<file path="src/hw/rtl/assert_macros.svh">
// Assertion helper macros shared by the RTL files.
// No dependencies; pulled in with `include where checks are written.
`ifndef ASSERT_MACROS_SVH
`define ASSERT_MACROS_SVH

// Clocked property, disabled while the async reset is asserted.
`define ASSERT_CLK(lbl, clk, rst_n, prop, msg) \
	lbl: assert property (@(posedge clk) disable iff (!rst_n) (prop)) else $error(msg);

// Expression that must never be true at a clock edge outside reset.
`define ASSERT_NEVER(lbl, clk, rst_n, expr, msg) \
	`ASSERT_CLK(lbl, clk, rst_n, !(expr), msg)

`endif

</file>
<file path="src/hw/rtl/lsra_pkg.sv">
// Shared types and constants for the linear scan register assigner.
// No dependencies; used by lsra_ctrl, lsra_dp and the top level.
package lsra_pkg;

	localparam int NUM_PHYS_DEF   = 10;
	localparam int POINT_BITS_DEF = 16;

	localparam int MASK_BITS  = 10;
	localparam int ID_BITS    = 16;
	localparam int FIELD_BITS = 16;
	localparam int SPILL_BITS = 16;
	localparam int IDX_BITS   = 4;

	localparam logic [MASK_BITS-1:0]  MASK_RESET = '1;
	localparam logic [SPILL_BITS-1:0] SPILL_MAX  = '1;

	// occupancy of the output register
	typedef enum logic {
		OUT_EMPTY,
		OUT_FULL
	} out_state_t;

	// controller to datapath commands
	typedef struct packed {
		logic load;     // commit this word: update state and output register
		logic restart;  // new function: start from empty busy set and zero spills
	} cmd_t;

endpackage

</file>
<file path="src/hw/rtl/linear_scan_register_assigner_unit.sv">
// An accepted word is registered and presented on the output in the cycle after it is accepted.
// Throughput: one word per cycle; the free/pick compare bank and the priority pick
// settle in the accept cycle and load the single output register.
// Input is stalled only while the output register is full and the consumer stalls.
// Reset (arst_n low, async): busy set and spill counter cleared, available mask all
// ones, output register empty. Depends on lsra_pkg, lsra_ctrl and lsra_dp.
module linear_scan_register_assigner_unit #(
	parameter int NUM_PHYS   = lsra_pkg::NUM_PHYS_DEF,
	parameter int POINT_BITS = lsra_pkg::POINT_BITS_DEF
) (
	input  logic                              clk,
	input  logic                              arst_n,
	// configuration: available register mask
	input  logic                              cfg_we,
	input  logic [lsra_pkg::MASK_BITS-1:0]    cfg_wdata,
	// interval words in
	input  logic                              in_valid,
	output logic                              in_stall,
	input  logic                              new_function,
	input  logic [lsra_pkg::ID_BITS-1:0]      vreg_id,
	input  logic [lsra_pkg::FIELD_BITS-1:0]   start_point,
	input  logic [lsra_pkg::FIELD_BITS-1:0]   end_point,
	// assignment words out
	output logic                              out_valid,
	input  logic                              out_stall,
	output logic [lsra_pkg::ID_BITS-1:0]      vreg_out,
	output logic                              spilled,
	output logic [lsra_pkg::IDX_BITS-1:0]     phys_index,
	output logic [lsra_pkg::SPILL_BITS-1:0]   spill_slot
);

	// The controller owns the handshake; every accepted word turns into one
	// load command. On load the datapath:
	//   - starts from an empty busy set and zero spills if new_function is set,
	//   - frees each busy register whose stored end lies below start_point,
	//   - grants the lowest free register enabled in the mask,
	//   - otherwise hands out the current spill slot (saturating at all ones).
	// Spilled words occupy no register.
	lsra_pkg::cmd_t cmd;

	lsra_ctrl u_ctrl (
		.clk          (clk),
		.arst_n       (arst_n),
		.in_valid     (in_valid),
		.in_stall     (in_stall),
		.new_function (new_function),
		.out_valid    (out_valid),
		.out_stall    (out_stall),
		.cmd          (cmd)
	);

	lsra_dp #(
		.NUM_PHYS   (NUM_PHYS),
		.POINT_BITS (POINT_BITS)
	) u_dp (
		.clk         (clk),
		.arst_n      (arst_n),
		.cmd         (cmd),
		.cfg_we      (cfg_we),
		.cfg_wdata   (cfg_wdata),
		.vreg_id     (vreg_id),
		.start_point (start_point),
		.end_point   (end_point),
		.vreg_out    (vreg_out),
		.spilled     (spilled),
		.phys_index  (phys_index),
		.spill_slot  (spill_slot)
	);

endmodule

</file>
<file path="src/hw/rtl/lsra_ctrl.sv">
// Handshake controller: tracks the output register and issues load commands.
// Depends on lsra_pkg and assert_macros.svh.
`include "assert_macros.svh"

module lsra_ctrl (
	input  logic             clk,
	input  logic             arst_n,
	input  logic             in_valid,
	output logic             in_stall,
	input  logic             new_function,
	output logic             out_valid,
	input  logic             out_stall,
	output lsra_pkg::cmd_t   cmd
);

	lsra_pkg::out_state_t state_q, state_d;

	always_ff @(posedge clk or negedge arst_n) begin
		if (!arst_n) begin
			state_q <= lsra_pkg::OUT_EMPTY;
		end else begin
			state_q <= state_d;
		end
	end

	always_comb begin
		out_valid   = (state_q == lsra_pkg::OUT_FULL);
		in_stall    = out_valid && out_stall;
		cmd.load    = in_valid && !in_stall;
		cmd.restart = cmd.load && new_function;
		state_d     = state_q;
		case (state_q)
			lsra_pkg::OUT_EMPTY: begin
				if (cmd.load) state_d = lsra_pkg::OUT_FULL;
			end
			lsra_pkg::OUT_FULL: begin
				if (!cmd.load && !out_stall) state_d = lsra_pkg::OUT_EMPTY;
			end
			default: state_d = lsra_pkg::OUT_EMPTY;
		endcase
	end

	`ASSERT_CLK(a_load_fills, clk, arst_n, cmd.load |=> out_valid, "loaded word not presented")
	`ASSERT_CLK(a_hold_full, clk, arst_n, (out_valid && out_stall) |=> out_valid, "stalled word dropped")

endmodule

</file>
<file path="src/hw/rtl/lsra_dp.sv">
// Datapath: busy set, end points, spill counter, free/pick logic, output register.
// Depends on lsra_pkg and assert_macros.svh.
`include "assert_macros.svh"

module lsra_dp #(
	parameter int NUM_PHYS   = lsra_pkg::NUM_PHYS_DEF,
	parameter int POINT_BITS = lsra_pkg::POINT_BITS_DEF
) (
	input  logic                              clk,
	input  logic                              arst_n,
	input  lsra_pkg::cmd_t                    cmd,
	input  logic                              cfg_we,
	input  logic [lsra_pkg::MASK_BITS-1:0]    cfg_wdata,
	input  logic [lsra_pkg::ID_BITS-1:0]      vreg_id,
	input  logic [lsra_pkg::FIELD_BITS-1:0]   start_point,
	input  logic [lsra_pkg::FIELD_BITS-1:0]   end_point,
	output logic [lsra_pkg::ID_BITS-1:0]      vreg_out,
	output logic                              spilled,
	output logic [lsra_pkg::IDX_BITS-1:0]     phys_index,
	output logic [lsra_pkg::SPILL_BITS-1:0]   spill_slot
);

	// only registers below both the mask width and NUM_PHYS can be granted
	localparam int EFF = (NUM_PHYS < lsra_pkg::MASK_BITS) ? NUM_PHYS : lsra_pkg::MASK_BITS;
	localparam int PB_IN = (POINT_BITS < lsra_pkg::FIELD_BITS) ? POINT_BITS
	                                                          : lsra_pkg::FIELD_BITS;

	logic [lsra_pkg::MASK_BITS-1:0]  avail_q;
	logic [NUM_PHYS-1:0]             busy_q;
	logic [POINT_BITS-1:0]           end_q [NUM_PHYS];
	logic [lsra_pkg::SPILL_BITS-1:0] spill_cnt_q;

	logic [POINT_BITS-1:0]           start_pt, end_pt;
	logic [NUM_PHYS-1:0]             busy_base, busy_kept, avail_ext, usable, grant;
	logic [lsra_pkg::SPILL_BITS-1:0] spill_base, spill_next;
	logic [lsra_pkg::IDX_BITS-1:0]   pick;
	logic                            found;

	always_comb begin
		start_pt = '0;
		end_pt   = '0;
		for (int k = 0; k < PB_IN; k++) begin
			start_pt[k] = start_point[k];
			end_pt[k]   = end_point[k];
		end
	end

	always_comb begin
		busy_base  = cmd.restart ? '0 : busy_q;
		spill_base = cmd.restart ? '0 : spill_cnt_q;
		// release every occupant whose interval ended before this start
		for (int i = 0; i < NUM_PHYS; i++) begin
			busy_kept[i] = busy_base[i] && !(end_q[i] < start_pt);
		end
		avail_ext = '0;
		for (int i = 0; i < EFF; i++) begin
			avail_ext[i] = avail_q[i];
		end
		usable = ~busy_kept & avail_ext;
		grant  = usable & (~usable + 1'b1);
		found  = |usable;
		pick   = '0;
		for (int i = EFF - 1; i >= 0; i--) begin
			if (usable[i]) pick = lsra_pkg::IDX_BITS'(i);
		end
		spill_next = (spill_base != lsra_pkg::SPILL_MAX) ? spill_base + 1'b1 : spill_base;
	end

	always_ff @(posedge clk or negedge arst_n) begin
		if (!arst_n) begin
			avail_q     <= lsra_pkg::MASK_RESET;
			busy_q      <= '0;
			spill_cnt_q <= '0;
		end else begin
			if (cfg_we) avail_q <= cfg_wdata;
			if (cmd.load) begin
				busy_q      <= busy_kept | grant;
				// a restart clears the count even when a register is granted
				spill_cnt_q <= found ? spill_base : spill_next;
			end
		end
	end

	// end points and result word carry no reset
	always_ff @(posedge clk) begin
		for (int i = 0; i < NUM_PHYS; i++) begin
			if (cmd.load && grant[i]) end_q[i] <= end_pt;
		end
		if (cmd.load) begin
			vreg_out   <= vreg_id;
			spilled    <= !found;
			phys_index <= found ? pick : '0;
			spill_slot <= found ? '0 : spill_base;
		end
	end

	`ASSERT_CLK(a_grant_onehot, clk, arst_n, $onehot0(grant), "more than one register granted")
	`ASSERT_CLK(a_spill_mono, clk, arst_n,
		(cmd.load && !cmd.restart) |=> (spill_cnt_q >= $past(spill_cnt_q)), "spill count fell")
	`ASSERT_NEVER(a_busy_range, clk, arst_n,
		(EFF < NUM_PHYS) && ((busy_q >> EFF) != '0), "register beyond mask marked busy")

endmodule
</file>
<file path="config.mk">
export PLATFORM = sky130hd
export DESIGN_NAME = linear_scan_register_assigner_unit
export DESIGN_NICKNAME = d
export VERILOG_FILES = /design/src/hw/rtl/lsra_pkg.sv /design/src/hw/rtl/linear_scan_register_assigner_unit.sv /design/src/hw/rtl/lsra_ctrl.sv /design/src/hw/rtl/lsra_dp.sv
export VERILOG_INCLUDE_DIRS = /design/src /design/src/hw/rtl
export SDC_FILE = /design/constraint.sdc
export NUM_CORES = 1
export LEC_CHECK = 0
export BUFFER_PORTS_ARGS = -buffer_cell sky130_fd_sc_hd__buf_2
export CAP_MARGIN = 10
export CORE_MARGIN = 5
export CORE_UTILIZATION = 60
export CTS_BUF_LIST = sky130_fd_sc_hd__clkbuf_4
export CTS_CLUSTER_DIAMETER = 200
export CTS_CLUSTER_SIZE = 25
export DETAILED_ROUTE_END_ITERATION = 8
export PLACE_DENSITY = 0.81
export SLEW_MARGIN = 20
export SYNTH_ARGS = -nofsm -noshare
export SYNTH_HDL_FRONTEND = slang
export SYNTH_SLANG_ARGS = --single-unit
</file>
<file path="constraint.sdc">
create_clock -name clk -period 5.5 [get_ports clk]
set_input_delay 0.55 -clock clk [delete_from_list [all_inputs] [get_ports clk]]
set_output_delay 0.55 -clock clk [all_outputs]
set_load 0.02 [all_outputs]
</file>
=== Word-level counts from Yosys, hierarchy flattened ===
Memories as Yosys holds them, arrays and structs flattened.
Cells that the tools add are included.

* Add/sub/neg operators: 2
* $mul: 0
* Divide/modulo/power cells: 0
* Order comparisons: 10
* Equality and inequality tests: 1
* Shift operators: 0
* Muxes and demuxes: 63
* Bitwise operators: 7
* Reduce and logical (&&, ||, !) cells: 52

{| class="wikitable"
|+ Operators by type and width
! cell !! number
|-
| $mux W16 || 12
|-
| $lt A16 B16 Y1 || 10
|-
| $reduce_or A16 Y1 || 9
|-
| $mux W4 || 11
|-
| $mux W1 || 32
|-
| $logic_and A1 B1 Y1 || 24
|-
| $and A10 B10 Y10 || 2
|-
| $not A10 Y10 || 2
|-
| $add A16 B1 Y16 const B || 1
|-
| $ne A16 B16 Y1 const B || 1
|-
| $logic_not A1 Y1 || 14
|-
| $mux W3 || 4
|-
| $add A10 B1 Y10 const B || 1
|-
| $mux W10 || 1
|-
| $or A10 B10 Y10 || 1
|-
| $reduce_or A10 Y1 || 1
|-
| $reduce_or A9 Y1 || 1
|-
| $reduce_or A5 Y1 || 1
|-
| $mux W2 || 2
|-
| $reduce_or A3 Y1 || 1
|-
| $not A1 Y1 || 2
|-
| $pmux W1 S2 || 1
|-
| $reduce_or A2 Y1 || 1
|}

* Register bits: 74
* Bits in latches: 0
* Memory bits (writable): 160
* Bits in read-only memories: 0
* Bits of input ports: 64
* Output and inout bits: 39
* Word-level logic and storage cells: 147
* Memories: 1

{| class="wikitable"
|+ Memories
! memory !! words !! width !! rd ports !! clocked after Yosys merged registers in !! write ports !! line !! RTL
|-
| u_dp.end_q || 10 || 16 || 10 || 0 || 1 || lsra_dp.sv:30 || <nowiki>logic [POINT_BITS-1:0] end_q [NUM_PHYS];</nowiki>
|}

=== Depth between registers and ports, before layout ===
* Depth in word-level cells: 24
* Depth in mapped cells: 17
* Depth with buffers taken out: 15

=== By module ===
Synthesis repeated with hierarchy kept, for this count alone.

* Cells, all modules: 899
* Area total of the unflattened synthesis: 11711.2 um^2

{| class="wikitable"
|+ Modules (own cells, without submodules)
! module !! times used !! cells each !! area each (um^2) !! seq. area each (um^2)
|-
| lsra_dp || 1 || 893 || 11657.4 || 6829.0
|-
| lsra_ctrl || 1 || 6 || 53.8 || 25.0
|}

=== Worst setup path after synthesis ===
OpenSTA, ideal clock, no wires.

* Path type: input to register
* From: input port start_point[15] (netlist bit)
* To: memory u_dp.end_q[5][0] (netlist bit), enable pin
* Library setup time: 0.415 ns
* Arrival time: 3.926 ns
* Required time: 5.085 ns
* Path slack: 1.158 ns
* Cell stages on the path: 9
* Path buffers: 0
* Path through: inv_1 > ha_1 > nand4_1 > or3_1 > or3_1 > nand3_1 > nand4_1 > or2_2 > nor3b_1

* Longest elaborated chain between the ends: 21
* Elaborated cells on any way between the ends: 92
* Classes of those cells: add/sub: 1; order compare: 10; mux: 38; bitwise: 4; reduce/logical: 39

{| class="wikitable"
|+ RTL lines
! item !! line !! RTL
|-
| from (decl) || linear_scan_register_assigner_unit.sv:21 || <nowiki>input logic [lsra_pkg::FIELD_BITS-1:0] start_point,</nowiki>
|-
| $lt A16 B16 Y1 || lsra_dp.sv:53 || <nowiki>busy_kept[i] = busy_base[i] && !(end_q[i] < start_pt);</nowiki>
|-
| $logic_not A1 Y1 || lsra_dp.sv:53 ||
|-
| $logic_and A1 B1 Y1 || lsra_dp.sv:53 ||
|-
| $not A10 Y10 * || lsra_dp.sv:59 || <nowiki>usable = ~busy_kept & avail_ext;</nowiki>
|-
| $and A10 B10 Y10 * || lsra_dp.sv:59 ||
|-
| $not A10 Y10 || lsra_dp.sv:60 || <nowiki>grant = usable & (~usable + 1'b1);</nowiki>
|-
| $add A10 B1 Y10 || lsra_dp.sv:60 ||
|-
| $and A10 B10 Y10 * || lsra_dp.sv:60 ||
|-
| $logic_and A1 B1 Y1 || lsra_dp.sv:87 || <nowiki>if (cmd.load && grant[i]) end_q[i] <= end_pt;</nowiki>
|-
| $mux W1 || lsra_dp.sv:87 ||
|-
| $mux W1 (not written as such) || lsra_dp.sv:87 ||
|-
| $reduce_or A16 Y1 (no line) || n/a ||
|-
| $mux W4 (no line) / $mux W1 (equally long branches) (9 in series) || n/a ||
|-
| to (decl) || lsra_dp.sv:30 ||
|}

Every way passes the cells marked *; elsewhere a longest branch is shown, timed or not.

==> flow_metrics.env <==
export IMPL_status="finished, final reports clean"
export IMPL_p_leak_nw=5.18
export IMPL_setup_viol=0
export IMPL_synth_async_reset_ratio=0.158
export IMPL_ys_ff_latch=234
export IMPL_dr_pass1_iters=5
export IMPL_synth_fp_nets=1056
export IMPL_cts_tree="yes"
export IMPL_critPathBufInv=1
export IMPL_grt_pass1_vias=7288
export IMPL_wl_um=25800
export IMPL_dr_first_iter_drc_count=838
export IMPL_cp_max_fo=12
export IMPL_cpPeakStageDelay_ps=780
export IMPL_coreArea_mm2=0.0187
export IMPL_total_power_w=0.00307
export IMPL_path_class="reg2reg"
export IMPL_start_util=0.608
export IMPL_synthDominantCellAreaShare=0.520
export IMPL_root_buffer="clkbuf_4"
export IMPL_io_buffers=102
export IMPL_fin_tns_setup_ps=0
export IMPL_hold_end="u_dp.vreg_out[3]$_DFFE_PP_"
export IMPL_synthCells=841
export IMPL_timing_fmax_mhz=246
export IMPL_min_from="vreg_id[3]"
export IMPL_place_congestion=0.895
export IMPL_yosysSeqAreaShare=0.602
export IMPL_worstPathRequired_ps=5890
export IMPL_post_synth_num_cell_types=59
export IMPL_grt_first_pass_wirelength_um=39600
export IMPL_synth_top_area_cell="edfxtp_1"
export IMPL_synth_commonest_cells="edfxtp_1 (197), ha_1 (151), nand2_1 (64)"
export IMPL_synth_area_leaders="edfxtp_1 (52%), ha_1 (17%), dfrtp_1 (5.9%), a21oi_1 (2.5%), dfstp_2 (2.3%)"
export IMPL_die_area_mm2=0.0218
export IMPL_postCtsResizedCells=0
export IMPL_slew_headroom=0.279
export IMPL_period_needed_ps=4070
export IMPL_drcViolationCount=0
export IMPL_insertion_delay_ps=690
export IMPL_maxCapViolations=0
export IMPL_peakVddDrop_v=0.000238
export IMPL_drive_gt1_frac=0.179
export IMPL_cp_cell_sequence="ha_1 > a211o_1 > a31oi_1 > o41ai_1 > a211oi_1 > o21ai_0 > nand4_4 > nor2_1 > nand2_1 > nor2_1 > buf_4"
export IMPL_hpwl_um=18500
export IMPL_synthFlopType="edfxtp_1"
export IMPL_grt_use_total=0.234
export IMPL_timing_final_crit_share=0.740
export IMPL_crit_family="compound AO/OA/AOI/OAI gates"
export IMPL_rsz0062_at_grt="false"
export IMPL_yosysMostFrequentCell="edfxtp_1"
export IMPL_worst_pin_slew_ps=1050
export IMPL_r2r_cells=11
export IMPL_synth_edf_count=197
export IMPL_yosysWarnings=0
export IMPL_syn_avg_cell_area_um2=13.5
export IMPL_routedWlPerCell_um=21.2
export IMPL_htree_levels=1
export IMPL_p_per_area_mw_per_mm2=245
export IMPL_die_h_um=148
export IMPL_hold_depth=1
export IMPL_slowest_stage="o41ai_1"
export IMPL_arrival_ps=4460
export IMPL_regToRegEndpoint="u_dp.end_q[8][11]$_DFFE_PP_"
export IMPL_hold_viol=0
export IMPL_clock_sinks=234
export IMPL_syn_area_mm2=0.0114
export IMPL_cpMostUsedCell="nor2_1"
export IMPL_vias=7425
export IMPL_syn_to_final_growth_pct=10.3
export IMPL_start_kind="flop"
export IMPL_r2r_start="u_dp.end_q[6][2]$_DFFE_PP_"
export IMPL_clk_path_buf_depth=3
export IMPL_rrSetupSlack_ps=1430
export IMPL_holdBufCountCts=5
export IMPL_hp_class="in2reg"
export IMPL_vias_per_cell=6.11
export IMPL_finalMaxSlewViolations=0
export IMPL_fin_nets=1190
export IMPL_post_cts_setup_buffers=0
export IMPL_critPathCaptureType="flop"
export IMPL_gr_total_overflow=0
export IMPL_io_pins=103
export IMPL_cts_buffers=13
export IMPL_ant_nets=0
export IMPL_skew_ps=101
export IMPL_grt_antenna_before_repair=1
export IMPL_die_x_um=148
export IMPL_rows=50
export IMPL_grt_max_degree=49
export IMPL_path_clk_slew_ps=250
==> cell usage in the layout (no fill, tap or decap), drive strengths merged, types with 3 or more instances in the layout <==
cell type,n
a2111oi,3
a211o,5
a211oi,13
a21o,14
a21oi,56
a31oi,10
and2,6
and3,19
and4,3
buf,118
clkbuf,20
dfrtp,27
dfstp,10
dlygate4sd3,11
edfxtp,197
ha,151
inv,30
mux2,10
mux2i,6
nand2,64
nand2b,19
nand3,15
nand4,32
nor2,35
nor2b,3
nor3,12
nor4,3
o21a,6
o21ai,40
o41ai,5
or3,7
xnor2,3
==> state kept, by name (all words and copies together), names as in the netlist <==
register          cells
u_dp.end_q          160
u_dp.spilled          1
u_dp.busy_q          10
u_dp.avail_ext       10
u_dp.spill_cnt_q     16
u_dp.vreg_out        16
u_ctrl.out_valid      1
u_dp.spill_slot      16
u_dp.phys_index       4
==> cells by family after synthesis <==
family / after synthesis / synth area share
XOR/XNOR: 5 / 0.00385
adder cells (fa/ha/maj): 151 / 0.166
multiplexers: 16 / 0.0152
AND/OR/NAND/NOR: 225 / 0.103
AO/OA/AOI/OAI: 171 / 0.0959
flip-flops: 234 / 0.602
buffers and inverters: 39 / 0.0137
==> layout make-up <==
class	instances	area [um2]
clock inverter	1	16.3
sequential	234	6850
fill	1321	6150
multi-input combinational	568	4390
clock buffer	20	150
tap	234	293
inverter	29	109
antenna	1	2.50
timing repair buffer	129	741
==> layer usage <==
metal  GRT usage  wire (um)
met1       0.321      10800
met2       0.391      12300
met3      0.0316       1790
met4      0.0755        907
met5           0          0
==> where the power goes <==
| group | switching, W | leakage [nW] | total, W | internal, W |
|---|---|---|---|---|
| logic | 0.000245 | 2.80 | 0.000376 | 0.000131 |
| registers | 0.0000202 | 2.28 | 0.00201 | 0.00198 |
| clock network | 0.000521 | 0.0993 | 0.000693 | 0.000172 |
==> stage by stage <==
stage	util	hold WS (ps)	area (um2)	setup WS, ps	instances
after floorplan	-	254	11400	1160	841
after global placement	0.656	460	12300	1090	1183
after detailed placement	0.656	479	12300	991	1183
after CTS	0.668	1.13	12500	1550	1209
after global routing	0.671	1.70	12600	1320	1216
final	0.671	41.2	12600	1430	1216
==> worst max-delay path by stage <==
stage               slack [ps]                  startpoint                           to  cells after the start
floorplan                 1160             start_point[15]   u_dp.end_q[5][0]$_DFFE_PP_                      9
CTS                       1550  u_dp.end_q[6][2]$_DFFE_PP_  u_dp.end_q[8][15]$_DFFE_PP_                     11
finish                    1430  u_dp.end_q[6][2]$_DFFE_PP_  u_dp.end_q[8][11]$_DFFE_PP_                     11
global route              1320  u_dp.end_q[6][7]$_DFFE_PP_   u_dp.end_q[8][0]$_DFFE_PP_                     10
global placement          1090              start_point[3]  u_dp.end_q[8][15]$_DFFE_PP_                     13
detailed placement         990              start_point[2]  u_dp.end_q[8][13]$_DFFE_PP_                     13
Note: power is estimated with default switching activity, not from simulation.
